$ cat config.mk
export PLATFORM = sky130hd
export DESIGN_NAME = aspect_fit_nearest_downscaler
export DESIGN_NICKNAME = d
export VERILOG_FILES = /design/src/hdl/afd_pkg.sv /design/src/hdl/afd_div.sv /design/src/hdl/afd_dp.sv /design/src/hdl/afd_ctrl.sv /design/src/hdl/afd_obuf.sv /design/src/hdl/aspect_fit_nearest_downscaler.sv
export SDC_FILE = /design/constraint.sdc
export NUM_CORES = 2
export LEC_CHECK = 0
export BUFFER_PORTS_ARGS = -buffer_cell sky130_fd_sc_hd__buf_2
export CAP_MARGIN = 0
export CORE_MARGIN = 4
export CORE_UTILIZATION = 43
export DETAILED_ROUTE_END_ITERATION = 8
export PLACE_DENSITY_LB_ADDON = 0.3
export SYNTH_ARGS = -nofsm -noshare
export SYNTH_HDL_FRONTEND = slang
export SYNTH_SLANG_ARGS = --single-unit
$ cat constraint.sdc
create_clock -name clk -period 10.65 [get_ports clk]
set_input_delay 1.5975 -clock clk [delete_from_list [all_inputs] [get_ports clk]]
set_output_delay 1.5975 -clock clk [all_outputs]
set_load 0.02 [all_outputs]
$ cat src/hdl/afd_pkg.sv
`default_nettype none

package afd_pkg;

  // Field widths
  localparam int DIM_W      = 13;
  localparam int PROD_W     = 2 * DIM_W;
  localparam int POS_W      = 16;
  localparam int PIX_W      = 16;
  localparam int CFG_IDX_W  = 2;
  localparam int CFG_DATA_W = 16;
  localparam int IN_FLD_W   = 2 * DIM_W + PIX_W;
  localparam int IN_DATA_W  = ((IN_FLD_W + 7) / 8) * 8;
  localparam int OUT_FLD_W  = 1 + 2 * DIM_W + 2 * POS_W + PIX_W;
  localparam int OUT_DATA_W = ((OUT_FLD_W + 7) / 8) * 8;
  localparam int DIV_CNT_W  = $clog2(PROD_W);

  localparam int DEF_MAX_DIM = 4096;

  // Register indexes
  localparam logic [CFG_IDX_W-1:0] REG_BOX_X      = 2'd0;
  localparam logic [CFG_IDX_W-1:0] REG_BOX_Y      = 2'd1;
  localparam logic [CFG_IDX_W-1:0] REG_BOX_WIDTH  = 2'd2;
  localparam logic [CFG_IDX_W-1:0] REG_BOX_HEIGHT = 2'd3;

  // Item kinds
  localparam logic KIND_HEADER = 1'b0;
  localparam logic KIND_PIXEL  = 1'b1;

  // Status codes
  localparam logic STATUS_OK          = 1'b0;
  localparam logic STATUS_UNSUPPORTED = 1'b1;

  typedef enum logic [1:0] {
    DIV_FIT = 2'd0,
    DIV_COL = 2'd1,
    DIV_ROW = 2'd2
  } div_sel_t;

  typedef struct packed {
    logic     hdr;
    logic     pixel;
    logic     mul;
    logic     keep;
    logic     fit_done;
    logic     col_done;
    logic     row_done;
    logic     emit;
    logic     div_start;
    div_sel_t div_sel;
  } ctrl_cmd_t;

  typedef struct packed {
    logic hdr_bad;
    logic need_scale;
    logic div_done;
  } dp_stat_t;

  typedef struct packed {
    logic                    result_kind;
    logic                    status;
    logic [DIM_W-1:0]        fit_width;
    logic [DIM_W-1:0]        fit_height;
    logic signed [POS_W-1:0] draw_x;
    logic signed [POS_W-1:0] draw_y;
    logic [PIX_W-1:0]        out_pixel;
    logic                    last;
  } res_t;

endpackage

`default_nettype wire

$ cat src/hdl/afd_div.sv
`default_nettype none

// Restoring shift-subtract divider, one quotient bit per cycle.
module afd_div (
  input  wire logic                       clk,
  input  wire logic                       rst,
  input  wire logic                       start,
  input  wire logic [afd_pkg::PROD_W-1:0] dividend,
  input  wire logic [afd_pkg::DIM_W-1:0]  divisor,
  output logic                            done,
  output logic      [afd_pkg::PROD_W-1:0] quotient,
  output logic      [afd_pkg::DIM_W-1:0]  remainder
);

  localparam logic [afd_pkg::DIV_CNT_W-1:0] LAST_STEP =
    afd_pkg::DIV_CNT_W'(afd_pkg::PROD_W - 1);

  logic                            busy;
  logic [afd_pkg::DIV_CNT_W-1:0]   cnt;
  logic [afd_pkg::PROD_W-1:0]      quo;
  logic [afd_pkg::DIM_W-1:0]       rem;
  logic [afd_pkg::DIM_W-1:0]       dvs;
  logic [afd_pkg::DIM_W:0]         rem_sh;
  logic [afd_pkg::DIM_W:0]         rem_sub;
  logic                            ge;

  // Shift in next dividend bit, try a subtract
  assign rem_sh  = {rem, quo[afd_pkg::PROD_W-1]};
  assign ge      = rem_sh >= {1'b0, dvs};
  assign rem_sub = rem_sh - {1'b0, dvs};

  // Sequence control
  always_ff @(posedge clk) begin
    if (rst) begin
      busy <= 1'b0;
      done <= 1'b0;
      cnt  <= '0;
    end else begin
      done <= busy && !start && (cnt == LAST_STEP);
      if (start) begin
        busy <= 1'b1;
        cnt  <= '0;
      end else if (busy) begin
        cnt <= cnt + afd_pkg::DIV_CNT_W'(1);
        if (cnt == LAST_STEP) begin
          busy <= 1'b0;
        end
      end
    end
  end

  // Partial remainder and quotient
  always_ff @(posedge clk) begin
    if (start) begin
      quo <= dividend;
      rem <= '0;
      dvs <= divisor;
    end else if (busy) begin
      quo <= {quo[afd_pkg::PROD_W-2:0], ge};
      rem <= ge ? rem_sub[afd_pkg::DIM_W-1:0] : rem_sh[afd_pkg::DIM_W-1:0];
    end
  end

  assign quotient  = quo;
  assign remainder = rem;

endmodule

`default_nettype wire

$ cat src/hdl/afd_dp.sv
`default_nettype none

// Datapath: box registers, fit arithmetic, raster counters and pixel selection.
module afd_dp #(
  parameter int MAX_DIM = afd_pkg::DEF_MAX_DIM
) (
  input  wire logic                           clk,
  input  wire logic                           rst,
  input  wire logic                           cfg_wen,
  input  wire logic [afd_pkg::CFG_IDX_W-1:0]  cfg_index,
  input  wire logic [afd_pkg::CFG_DATA_W-1:0] cfg_wdata,
  input  wire logic [afd_pkg::IN_FLD_W-1:0]   in_data,
  input  wire afd_pkg::ctrl_cmd_t             cmd,
  output afd_pkg::dp_stat_t                   stat,
  output logic                                res_valid,
  output afd_pkg::res_t                       res
);

  localparam int DW = afd_pkg::DIM_W;
  localparam int PW = afd_pkg::PROD_W;

  // Config registers
  logic signed [afd_pkg::POS_W-1:0] box_x;
  logic signed [afd_pkg::POS_W-1:0] box_y;
  logic [DW-1:0] box_w;
  logic [DW-1:0] box_h;

  // Image geometry
  logic [DW-1:0] sw_r, sh_r, tw, th;
  logic [PW-1:0] p_a, p_b;
  logic          le_r, bad_r, need_scale_r;
  logic [DW-1:0] col_q, col_r, row_q, row_r;

  // Raster state
  logic          active;
  logic [DW-1:0] src_row, src_col, tgt_row, tgt_col;
  logic [DW-1:0] nsr, nsr_rem, nsc, nsc_rem;

  // Input fields
  logic [DW-1:0]               in_sw, in_sh;
  logic [afd_pkg::PIX_W-1:0]   in_px;

  logic [DW-1:0] bw, bh;
  logic          le_now;

  // Divider hookup
  logic [PW-1:0] div_dvd;
  logic [DW-1:0] div_dvs;
  logic          div_done;
  logic [PW-1:0] div_q;
  logic [DW-1:0] div_r;
  logic [DW-1:0] q_fit;

  // Pixel selection
  logic          row_sel, col_sel, pix_hit, px_last, col_wrap;
  logic [DW-1:0] src_col_inc, src_row_inc;
  logic [DW:0]   c_sum, r_sum;
  logic          c_ovf, r_ovf;
  logic [DW-1:0] nsc_adv, nsc_rem_adv, nsr_adv, nsr_rem_adv;

  // Fit result
  logic [DW-1:0] diff_w, diff_h;
  afd_pkg::res_t fit_res, pix_res;

  function automatic logic [DW-1:0] clamp_box(input logic [DW-1:0] v);
    logic [DW-1:0] r;
    if (v == '0) begin
      r = DW'(1);
    end else if (32'(v) > MAX_DIM) begin
      r = DW'(MAX_DIM);
    end else begin
      r = v;
    end
    return r;
  endfunction

  assign in_sw = in_data[DW-1:0];
  assign in_sh = in_data[2*DW-1:DW];
  assign in_px = in_data[afd_pkg::IN_FLD_W-1:2*DW];

  assign bw = clamp_box(box_w);
  assign bh = clamp_box(box_h);

  assign stat.hdr_bad    = (in_sw == '0) || (in_sh == '0) ||
                           (32'(in_sw) > MAX_DIM) || (32'(in_sh) > MAX_DIM);
  assign stat.need_scale = need_scale_r;
  assign stat.div_done   = div_done;

  // Pick the divide operands
  assign le_now = p_a <= p_b;
  always_comb begin
    unique case (cmd.div_sel)
      afd_pkg::DIV_FIT: begin
        div_dvd = le_now ? p_a : p_b;
        div_dvs = le_now ? sw_r : sh_r;
      end
      afd_pkg::DIV_COL: begin
        div_dvd = PW'(sw_r);
        div_dvs = tw;
      end
      afd_pkg::DIV_ROW: begin
        div_dvd = PW'(sh_r);
        div_dvs = th;
      end
      default: begin
        div_dvd = '0;
        div_dvs = '0;
      end
    endcase
  end

  afd_div u_div (
    .clk       (clk),
    .rst       (rst),
    .start     (cmd.div_start),
    .dividend  (div_dvd),
    .divisor   (div_dvs),
    .done      (div_done),
    .quotient  (div_q),
    .remainder (div_r)
  );

  // Scaled dimension never drops below one
  assign q_fit = (div_q[DW-1:0] == '0) ? DW'(1) : div_q[DW-1:0];

  // Selection against the next picked row and column
  assign row_sel     = (src_row == nsr) && (tgt_row < th);
  assign col_sel     = row_sel && (tgt_col < tw) && (src_col == nsc);
  assign pix_hit     = cmd.pixel && active && col_sel;
  assign px_last     = (tgt_row + DW'(1) == th) && (tgt_col + DW'(1) == tw);
  assign src_col_inc = src_col + DW'(1);
  assign src_row_inc = src_row + DW'(1);
  assign col_wrap    = src_col_inc == sw_r;

  // Step picked column: quotient step plus carry out of the remainder
  assign c_sum       = {1'b0, nsc_rem} + {1'b0, col_r};
  assign c_ovf       = c_sum >= {1'b0, tw};
  assign nsc_adv     = nsc + col_q + DW'(c_ovf);
  assign nsc_rem_adv = c_ovf ? DW'(c_sum - {1'b0, tw}) : c_sum[DW-1:0];

  // Step picked row
  assign r_sum       = {1'b0, nsr_rem} + {1'b0, row_r};
  assign r_ovf       = r_sum >= {1'b0, th};
  assign nsr_adv     = nsr + row_q + DW'(r_ovf);
  assign nsr_rem_adv = r_ovf ? DW'(r_sum - {1'b0, th}) : r_sum[DW-1:0];

  // Build results
  assign diff_w = bw - tw;
  assign diff_h = bh - th;

  always_comb begin
    fit_res = '0;
    if (bad_r) begin
      fit_res.status = afd_pkg::STATUS_UNSUPPORTED;
    end else begin
      fit_res.status     = afd_pkg::STATUS_OK;
      fit_res.fit_width  = tw;
      fit_res.fit_height = th;
      fit_res.draw_x     = box_x + afd_pkg::POS_W'(diff_w >> 1);
      fit_res.draw_y     = box_y + afd_pkg::POS_W'(diff_h >> 1);
    end
    fit_res.result_kind = afd_pkg::KIND_HEADER;

    pix_res             = '0;
    pix_res.result_kind = afd_pkg::KIND_PIXEL;
    pix_res.out_pixel   = in_px;
    pix_res.last        = px_last;
  end

  assign res_valid = pix_hit || cmd.emit;
  assign res       = cmd.emit ? fit_res : pix_res;

  // Config writes
  always_ff @(posedge clk) begin
    if (rst) begin
      box_x <= '0;
      box_y <= '0;
      box_w <= DW'(1);
      box_h <= DW'(1);
    end else if (cfg_wen) begin
      unique case (cfg_index)
        afd_pkg::REG_BOX_X:      box_x <= cfg_wdata;
        afd_pkg::REG_BOX_Y:      box_y <= cfg_wdata;
        afd_pkg::REG_BOX_WIDTH:  box_w <= cfg_wdata[DW-1:0];
        afd_pkg::REG_BOX_HEIGHT: box_h <= cfg_wdata[DW-1:0];
        default: ;
      endcase
    end
  end

  // Geometry set up during a header
  always_ff @(posedge clk) begin
    if (cmd.hdr) begin
      sw_r         <= in_sw;
      sh_r         <= in_sh;
      bad_r        <= stat.hdr_bad;
      need_scale_r <= (in_sw > bw) || (in_sh > bh);
    end
    if (cmd.mul) begin
      p_a <= PW'(bw) * PW'(sh_r);
      p_b <= PW'(bh) * PW'(sw_r);
    end
    if (cmd.div_start && (cmd.div_sel == afd_pkg::DIV_FIT)) begin
      le_r <= le_now;
    end
    if (cmd.keep) begin
      tw <= sw_r;
      th <= sh_r;
    end
    if (cmd.fit_done) begin
      if (le_r) begin
        tw <= bw;
        th <= q_fit;
      end else begin
        tw <= q_fit;
        th <= bh;
      end
    end
    if (cmd.col_done) begin
      col_q <= div_q[DW-1:0];
      col_r <= div_r;
    end
    if (cmd.row_done) begin
      row_q <= div_q[DW-1:0];
      row_r <= div_r;
    end
  end

  // Raster counters
  always_ff @(posedge clk) begin
    if (rst) begin
      active  <= 1'b0;
      src_row <= '0;
      src_col <= '0;
      tgt_row <= '0;
      tgt_col <= '0;
      nsr     <= '0;
      nsr_rem <= '0;
      nsc     <= '0;
      nsc_rem <= '0;
    end else if (cmd.hdr) begin
      active <= 1'b0;
    end else if (cmd.emit) begin
      active  <= !bad_r;
      src_row <= '0;
      src_col <= '0;
      tgt_row <= '0;
      tgt_col <= '0;
      nsr     <= '0;
      nsr_rem <= '0;
      nsc     <= '0;
      nsc_rem <= '0;
    end else if (cmd.pixel && active) begin
      // End of a picked row restarts the column walk, else step the column
      if (col_wrap && row_sel) begin
        tgt_row <= tgt_row + DW'(1);
        tgt_col <= '0;
        nsc     <= '0;
        nsc_rem <= '0;
        nsr     <= nsr_adv;
        nsr_rem <= nsr_rem_adv;
      end else if (col_sel) begin
        tgt_col <= tgt_col + DW'(1);
        nsc     <= nsc_adv;
        nsc_rem <= nsc_rem_adv;
      end
      if (col_wrap) begin
        src_col <= '0;
        src_row <= src_row_inc;
        if (src_row_inc == sh_r) begin
          active <= 1'b0;
        end
      end else begin
        src_col <= src_col_inc;
      end
    end
  end

endmodule

`default_nettype wire

$ cat src/hdl/afd_ctrl.sv
`default_nettype none

// Controller: takes items, sequences the header arithmetic, posts the fit result.
module afd_ctrl (
  input  wire logic               clk,
  input  wire logic               rst,
  input  wire logic               s_tvalid,
  input  wire logic               kind,
  input  wire afd_pkg::dp_stat_t  stat,
  input  wire logic               ob_room,
  output logic                    s_tready,
  output afd_pkg::ctrl_cmd_t      cmd
);

  typedef enum logic [7:0] {
    ST_IDLE = 8'b0000_0001,
    ST_MUL  = 8'b0000_0010,
    ST_CMP  = 8'b0000_0100,
    ST_DFIT = 8'b0000_1000,
    ST_CGO  = 8'b0001_0000,
    ST_DCOL = 8'b0010_0000,
    ST_DROW = 8'b0100_0000,
    ST_EMIT = 8'b1000_0000
  } state_t;

  state_t state, state_next;
  logic   accept;

  assign s_tready = (state == ST_IDLE) && ob_room;
  assign accept   = s_tvalid && s_tready;

  // Next state and commands
  always_comb begin
    state_next  = state;
    cmd         = '0;
    cmd.div_sel = afd_pkg::DIV_FIT;
    unique case (state)
      ST_IDLE: begin
        if (accept) begin
          if (kind == afd_pkg::KIND_PIXEL) begin
            cmd.pixel = 1'b1;
          end else begin
            cmd.hdr    = 1'b1;
            state_next = stat.hdr_bad ? ST_EMIT : ST_MUL;
          end
        end
      end
      ST_MUL: begin
        cmd.mul    = 1'b1;
        state_next = ST_CMP;
      end
      ST_CMP: begin
        if (stat.need_scale) begin
          cmd.div_start = 1'b1;
          cmd.div_sel   = afd_pkg::DIV_FIT;
          state_next    = ST_DFIT;
        end else begin
          cmd.keep   = 1'b1;
          state_next = ST_CGO;
        end
      end
      ST_DFIT: begin
        if (stat.div_done) begin
          cmd.fit_done = 1'b1;
          state_next   = ST_CGO;
        end
      end
      ST_CGO: begin
        cmd.div_start = 1'b1;
        cmd.div_sel   = afd_pkg::DIV_COL;
        state_next    = ST_DCOL;
      end
      ST_DCOL: begin
        cmd.div_sel = afd_pkg::DIV_ROW;
        if (stat.div_done) begin
          cmd.col_done  = 1'b1;
          cmd.div_start = 1'b1;
          state_next    = ST_DROW;
        end
      end
      ST_DROW: begin
        if (stat.div_done) begin
          cmd.row_done = 1'b1;
          state_next   = ST_EMIT;
        end
      end
      ST_EMIT: begin
        if (ob_room) begin
          cmd.emit   = 1'b1;
          state_next = ST_IDLE;
        end
      end
      default: begin
        state_next = ST_IDLE;
      end
    endcase
  end

  always_ff @(posedge clk) begin
    if (rst) begin
      state <= ST_IDLE;
    end else begin
      state <= state_next;
    end
  end

endmodule

`default_nettype wire

$ cat src/hdl/afd_obuf.sv
`default_nettype none

// Output register with one skid slot, so a single waiting result does not stall input.
module afd_obuf (
  input  wire logic           clk,
  input  wire logic           rst,
  input  wire logic           in_valid,
  input  wire afd_pkg::res_t  in_res,
  output logic                room,
  output logic                m_tvalid,
  input  wire logic           m_tready,
  output afd_pkg::res_t       m_res
);

  logic          out_v;
  logic          skid_v;
  afd_pkg::res_t skid;
  logic          load;

  assign load     = !out_v || m_tready;
  assign room     = !skid_v;
  assign m_tvalid = out_v;

  // Occupancy
  always_ff @(posedge clk) begin
    if (rst) begin
      out_v  <= 1'b0;
      skid_v <= 1'b0;
    end else if (load) begin
      if (skid_v) begin
        out_v  <= 1'b1;
        skid_v <= 1'b0;
      end else begin
        out_v <= in_valid;
      end
    end else if (in_valid) begin
      skid_v <= 1'b1;
    end
  end

  // Payload: refill from skid first, else park the new beat
  always_ff @(posedge clk) begin
    if (load) begin
      m_res <= skid_v ? skid : in_res;
    end else if (in_valid) begin
      skid <= in_res;
    end
  end

endmodule

`default_nettype wire

$ cat src/hdl/aspect_fit_nearest_downscaler.sv
// Channel  Dir  Fields (lowest bit first)
// s_*      in   tuser: kind; tdata: src_width, src_height, src_pixel
// m_*      out  tuser: result_kind; tlast: last;
//               tdata: status, fit_width, fit_height, draw_x, draw_y, out_pixel
// cfg_*    in   write only: box_x, box_y, box_w, box_h
//
// A pixel beat is taken while the controller is idle and the output has room; its
// result, if selected, is registered. A valid header runs the 26-step shift-subtract
// divider two or three times: a fit divide when scaled, then a column and a row divide;
// a header with an unsupported size goes straight to the emit state.
// rst is synchronous, active high; no clearing pass follows it.
// A result may wait in the output register while one more beat is taken.
`default_nettype none

module aspect_fit_nearest_downscaler #(
  parameter int MAX_DIM = afd_pkg::DEF_MAX_DIM
) (
  input  wire logic                           clk,
  input  wire logic                           rst,
  input  wire logic                           s_tvalid,
  output logic                                s_tready,
  // src_width [12:0], src_height [25:13], src_pixel [41:26], zero pad above
  input  wire logic [afd_pkg::IN_DATA_W-1:0]  s_tdata,
  // kind [0]
  input  wire logic [0:0]                     s_tuser,
  output logic                                m_tvalid,
  input  wire logic                           m_tready,
  // status [0], fit_width [13:1], fit_height [26:14], draw_x [42:27],
  // draw_y [58:43], out_pixel [74:59], zero pad above
  output logic [afd_pkg::OUT_DATA_W-1:0]      m_tdata,
  // result_kind [0]
  output logic [0:0]                          m_tuser,
  output logic                                m_tlast,
  input  wire logic                           cfg_wen,
  input  wire logic [afd_pkg::CFG_IDX_W-1:0]  cfg_index,
  input  wire logic [afd_pkg::CFG_DATA_W-1:0] cfg_wdata
);

  afd_pkg::ctrl_cmd_t cmd;
  afd_pkg::dp_stat_t  stat;
  afd_pkg::res_t      res;
  afd_pkg::res_t      m_res;
  logic               res_valid;
  logic               ob_room;

  afd_ctrl u_ctrl (
    .clk      (clk),
    .rst      (rst),
    .s_tvalid (s_tvalid),
    .kind     (s_tuser[0]),
    .stat     (stat),
    .ob_room  (ob_room),
    .s_tready (s_tready),
    .cmd      (cmd)
  );

  afd_dp #(
    .MAX_DIM (MAX_DIM)
  ) u_dp (
    .clk       (clk),
    .rst       (rst),
    .cfg_wen   (cfg_wen),
    .cfg_index (cfg_index),
    .cfg_wdata (cfg_wdata),
    .in_data   (s_tdata[afd_pkg::IN_FLD_W-1:0]),
    .cmd       (cmd),
    .stat      (stat),
    .res_valid (res_valid),
    .res       (res)
  );

  afd_obuf u_obuf (
    .clk      (clk),
    .rst      (rst),
    .in_valid (res_valid),
    .in_res   (res),
    .room     (ob_room),
    .m_tvalid (m_tvalid),
    .m_tready (m_tready),
    .m_res    (m_res)
  );

  // Pack result beat
  assign m_tdata = afd_pkg::OUT_DATA_W'({m_res.out_pixel, m_res.draw_y, m_res.draw_x,
                                         m_res.fit_height, m_res.fit_width,
                                         m_res.status});
  assign m_tuser = m_res.result_kind;
  assign m_tlast = m_res.last;

endmodule

`default_nettype wire

=== Word level (Yosys, flattened, before mapping) ===
Cells that the tools add are included.

* Register bits: 545
* Input bits: 72
* Word-level logic and storage cells: 244

* Multiplexer cells: 83
* Equality and inequality tests: 26
* Order comparisons: 12
* Reduce and logical (&&, ||, !) cells: 50
* Multipliers: 2
* Bitwise gates (word level): 2
* Add/sub/neg operators: 18

{| class="wikitable"
|+ Operator list
! operator !! count
|-
| 2-to-1 mux 13 bit || 42
|-
| 2-to-1 mux 77 bit || 2
|-
| == test 13 bit || 6
|-
| 2-to-1 mux 26 bit || 3
|-
| one-hot mux 26 bit (3 select lines) || 1
|-
| zero test 13 bit || 5
|-
| subtractor 13 bit || 5
|-
| one-hot mux 8 bit (8 select lines) || 1
|-
| 2-to-1 mux 58 bit || 1
|-
| 2-to-1 mux 8 bit || 7
|-
| adder 13 x 1 -> 13 bit (second input constant) || 4
|-
| > comparator 13 bit (second input constant) || 4
|-
| multiplier 13 x 13 -> 26 bit || 2
|-
| greater-or-equal comparator 14 x 13 -> 1 bit || 3
|-
| one-hot mux 13 bit (3 select lines) || 1
|-
| adder 16 x 12 -> 16 bit || 2
|-
| adder 13 x 13 -> 14 bit || 2
|-
| adder 13 x 1 -> 13 bit || 2
|-
| adder 13 bit || 2
|-
| > comparator 13 bit || 2
|-
| <= comparator 26 bit || 1
|-
| less-than comparator 13 bit || 2
|-
| 2-to-1 mux 1 bit || 20
|-
| logical AND 1 bit || 12
|-
| other kinds (28) || 61
|}

=== Longest topological paths before layout ===
* Word-level depth: 9
* Depth in mapped cells: 26
* Gate-level depth less buffers: 25

=== By module ===
Synthesis repeated with hierarchy kept, for this count alone.

* Cell total of the unflattened synthesis: 4489
* Area, all modules: 43096.3 µm²

{| class="wikitable"
|+ By module, submodules not included
! module !! instances !! area an instance (µm²) !! cells each
|-
| afd_dp || 1 || 33716.1 || 3896
|-
| afd_obuf || 1 || 5656.7 || 249
|-
| afd_div || 1 || 3050.4 || 262
|-
| afd_ctrl || 1 || 631.9 || 76
|-
| aspect_fit_nearest_downscaler || 1 || 41.3 || 6
|}

=== Worst setup path before layout ===
No wires, ideal clock.

* Path kind: input -> register
* Start point: input port m_tready
* End point: register u_obuf.skid[0] (netlist name), enable pin
* Data required time: 10.113 ns
* Setup slack: 2.696 ns
* Arrival time: 7.417 ns
* Cell stages on the path: 2
* Library setup time: 0.537 ns
* Path through: nand2b_1 a21oi_1

* Longest elaborated chain between the ends: 3

{| class="wikitable"
|+ RTL lines
! what !! line !! source
|-
| from (decl) || aspect_fit_nearest_downscaler.sv:27 || <nowiki>input wire logic m_tready,</nowiki>
|-
| logical OR 1 bit || afd_obuf.sv:20 || <nowiki>assign load = !out_v || m_tready;</nowiki>
|-
| NOT 1 bit (no line) || - ||
|-
| AND reduction 2 bit (no line) || - ||
|-
| to (signal assigned) || afd_obuf.sv:46 || <nowiki>skid <= in_res;</nowiki>
|-
| to (decl) || afd_obuf.sv:17 || <nowiki>afd_pkg::res_t skid;</nowiki>
|}

No other way between the ends.
A chain may end at the register's enable or synchronous reset.

=== Worst setup path in the final report ===
* Start point: register u_dp.col_r[0]
* End point: register u_dp.nsc[12]

* Longest elaborated chain between the ends: 7

{| class="wikitable"
|+ RTL lines
! what !! line !! source
|-
| from (decl) || afd_dp.sv:32 || <nowiki>logic [DW-1:0] col_q, col_r, row_q, row_r;</nowiki>
|-
| from (signal assigned) || afd_dp.sv:221 || <nowiki>col_r <= div_r;</nowiki>
|-
| adder 13 x 13 -> 14 bit || afd_dp.sv:136 || <nowiki>assign c_sum = {1'b0, nsc_rem} + {1'b0, col_r};</nowiki>
|-
| greater-or-equal comparator 14 x 13 -> 1 bit || afd_dp.sv:137 || <nowiki>assign c_ovf = c_sum >= {1'b0, tw};</nowiki>
|-
| adder 13 x 1 -> 13 bit || afd_dp.sv:138 || <nowiki>assign nsc_adv = nsc + col_q + DW'(c_ovf);</nowiki>
|-
| 2-to-1 mux 13 bit || afd_dp.sv:262 || <nowiki>end else if (col_sel) begin</nowiki>
|-
| 2-to-1 mux 13 bit || afd_dp.sv:255 || <nowiki>if (col_wrap && row_sel) begin</nowiki>
|-
| 2-to-1 mux 13 bit || afd_dp.sv:253 || <nowiki>end else if (cmd.pixel && active) begin</nowiki>
|-
| 2-to-1 mux 13 bit || afd_dp.sv:243 || <nowiki>end else if (cmd.emit) begin</nowiki>
|-
| to (signal assigned) || afd_dp.sv:264 || <nowiki>nsc <= nsc_adv;</nowiki>
|-
| to (decl) || afd_dp.sv:37 || <nowiki>logic [DW-1:0] nsr, nsr_rem, nsc, nsc_rem;</nowiki>
|}

No other way between the ends. The select of a mux whose other input is x is not followed.

==> flow_summary.yaml <==
cts:
  cts_buffer_depth: 3
  numCtsBuffers: 58
  post-cts-setup-buffers: 0
  cts_root_buffer: "clkbuf_16"
  cts.clk_slew.worst_paths_ns: 0.07
  clock-sinks: 545
  cts_max_level: 2
  tritoncts: "built"
  cts_hold_buf: 0
  clock_latency_ns: 0.63
  cts_resized: 0
setup_path:
  cp-end-kind: "flip-flop"
  cp-start-kind: "flip-flop"
  crit_type: "flip-flop to flip-flop"
  cp_data_arrival_time_ns: 7.22
  startpoint: "u_dp.col_r[0]$_DFFE_PP_"
  crit_required_ns: 11.15
  reg2reg_depth: 24
  crit_fanout: 14
  timing.rr.start: "u_dp.col_r[0]$_DFFE_PP_"
logic_synthesis:
  yosys.cell_types.count: 92
  synth_top_family_by_area: "adder cells"
  synthAdderAreaFrac: 0.228
  syn_area_per_cell_um2: 9.61
  ys_seq_area_frac: 0.342
  synth_flop_cell: "edfxtp_1"
  synth_xor_area_frac: 0.0562
  yosys.area_share.simple: 0.167
  muxShareOfSynthArea: 0.0287
  ys_ff_latch: 545
  synth_compound_area_frac: 0.116
  synth_edf_count: 352
  synth_cells: 4391
  synth_area_um2: 42200
  async_flop_share: 0
  synth_warnings: 0
place:
  hpwl_um: 87900
  globalplace.congestion: 0.885
  port_buffers: 144
power:
  ir_drop_uv: 116
  power.total_uw: 5570
  power_leakage_uw: 0.0209
  power.density_nw_per_um2: 120
route:
  drc: 0
  vias: 32300
  vias_per_cell: 5.57
  drt_iter0_drc: 2666
  drt-total-wl_um: 119000
  wl_per_cell_um: 20.5
  ant_nets: 0
  first_pass_iters: 5
hold_path:
  hold_start: "u_dp.nsr_rem[7]$_SDFFE_PP0P_"
  hold_path_class: "flip-flop to flip-flop"
  holdPathStages: 2
global_routing:
  grt_busiest_layer: "met2"
  grt_pass1_vias: 31400
  grt_overflow: 0
  grt_usage: 0.228
  antenna_found_initial: 11
  gr-usage-met1: 0.311
  grt_max_degree: 97
  grt.met3_usage: 0.0310
  grtUsageMet2: 0.374
  grt_pass1_wl_um: 184000
sta:
  slew_headroom: 0.178
  fin_crit_ns: 6.72
  max_freq_ghz: 0.149
  hold_violations: 0
  rsz0062_at_grt: "false"
  finalSetupViolations: 0
  post-route-period-util: 0.631
  tightest_slew_ns: 1.23
  clock_skew_ns: 0.0179
  slew_viol_final: 0
  fin_setup_tns_ns: 0
cells_and_area:
  areaGrowthSynthToFinish_pct: 9.53
  final_nets: 5160
  drive_gt1_frac: 0.0869
floorplanning:
  die_h_um: 321
  num_rows: 114
  die_area_um2: 103000
  die_x_um: 321
  io_pins: 156
  start_util: 0.435
  core_area_um2: 97000
job:
  cap_violations: 0
status:
  outcome: "completed"
## synthesized netlist by cell type, drive strengths merged, types with 14 or more instances
master     n  area (um2)
nor4      34         240
a211oi    33         253
o2bb2ai   17         149
dfxtp    193        3860
xnor2    174        1520
a21oi    230        1150
mux2      32         360
nand3     66         335
nand3b    18         135
a211o     21         184
and2     179        1120
o21a      33         248
nor3b     16         131
fa       255        5100
a21o      96         721
or2       16         100
buf       30         166
edfxtp   352       10600
nor2b     74         465
nor3      83         420
nand4     43         290
xor2      96         848
o31ai     20         150
o211ai    21         158
a221oi    17         149
a31oi     14        87.6
nand2b    38         238
nand2    464        1750
nor2     266        1010
o21ai    146         731
inv      481        1810
clkbuf   174         658
or3       24         150
mux2i     85         851
ha       359        4490
a22oi     15         113
and3      31         194
## critical path, stage by stage, from the launching register on
cell and delay, ns:
edfxtp_1 0.36, ha_1 0.22, fa_1 0.45, a211oi_1 0.33
o21ai_0 0.20, a21o_1 0.21, a221oi_1 0.49, o211ai_1 0.22
ha_1 0.41, nand4_1 0.14, or4_1 0.53, o2111ai_1 0.11
a21oi_1 0.06, o21a_1 0.11, buf_4 0.22, fa_1 0.44
fa_1 0.44, nand2b_1 0.20, a21oi_1 0.27, o41ai_1 0.10
o21ai_0 0.29, o41ai_1 0.14, xor2_1 0.19, nor3b_1 0.18
a211o_1 0.29
## area by class of cell
| class | instances | area, um2 |
|---|---|---|
| well taps | 1276 | 1600 |
| multi-input cells | 3164 | 25200 |
| clock inverters | 35 | 322 |
| diodes | 2 | 5.00 |
| fillers | 9199 | 50800 |
| flip-flops and latches | 545 | 14400 |
| repair buffers | 223 | 1320 |
| inverters | 482 | 1810 |
| clock buffers | 74 | 1540 |
## placed cells by master (no fill, tap or decap), drive strengths merged, types with 146 or more instances in the layout
| cell type | n |
|---|---|
| inv | 483 |
| nand2 | 464 |
| ha | 359 |
| edfxtp | 352 |
| nor2 | 266 |
| fa | 255 |
| a21oi | 230 |
| buf | 223 |
| dfxtp | 193 |
| and2 | 179 |
| xnor2 | 174 |
| o21ai | 146 |
## flip-flops by register name, indices dropped and copies added, names as in the netlist, 16 cells and up
signal               flops
u_obuf.skid             77
u_dp.p_a                26
u_obuf.m_res            77
u_dp.box_y              16
u_dp.p_b                26
u_dp.u_div.quotient     26
u_dp.box_x              16
## worst paths after layout
check / endpoint / slack [ns]
max: u_dp.nsc[12]$_SDFFE_PP0P_ / 3.93
min: u_dp.nsr_rem[7]$_SDFFE_PP0P_ / 0.46
max reg2reg: u_dp.nsc[12]$_SDFFE_PP0P_ / 3.93
min reg2reg: u_dp.nsr_rem[7]$_SDFFE_PP0P_ / 0.46
## routing by layer
layer  vias to the layer above  share of wire
met3                       272          0.068
met4                         4          0.040
met5                         -        0.00061
met2                      1014           0.46
met1                     15800           0.43
li1                      15200              -
## metrics by stage
| stage | utilization | hold slack [ns] | instance area (um2) | std cells | setup WS, ns |
|---|---|---|---|---|---|
| 6_report | 0.476 | 0.458 | 46200 | 5801 | 3.93 |
| 5_1_grt | 0.476 | 0.481 | 46200 | 5800 | 3.57 |
| 4_1_cts | 0.476 | 0.457 | 46200 | 5799 | 3.94 |
| 3_5_place_dp | 0.457 | 0.448 | 44300 | 5690 | 4.02 |
| 3_3_place_gp | 0.457 | 0.444 | 44300 | 5690 | 4.06 |
| 2_1_floorplan | - | 0.432 | 42200 | 4395 | 2.70 |
## report_power, final
part           internal (uW)  switching [uW]
combinational            422             729
clock                   1140             873
sequential              2340            58.7
## cell families (layout without fill, tap and decap cells)
group,count (synthesis),in the layout
simple gates,1404,1404
compound gates,754,754
buf+inv,686,814
fa+ha+maj,614,614
flops,545,545
xor+xnor,270,270
mux,117,117
other cells,1,7
Power figures use the tool's default switching activity.
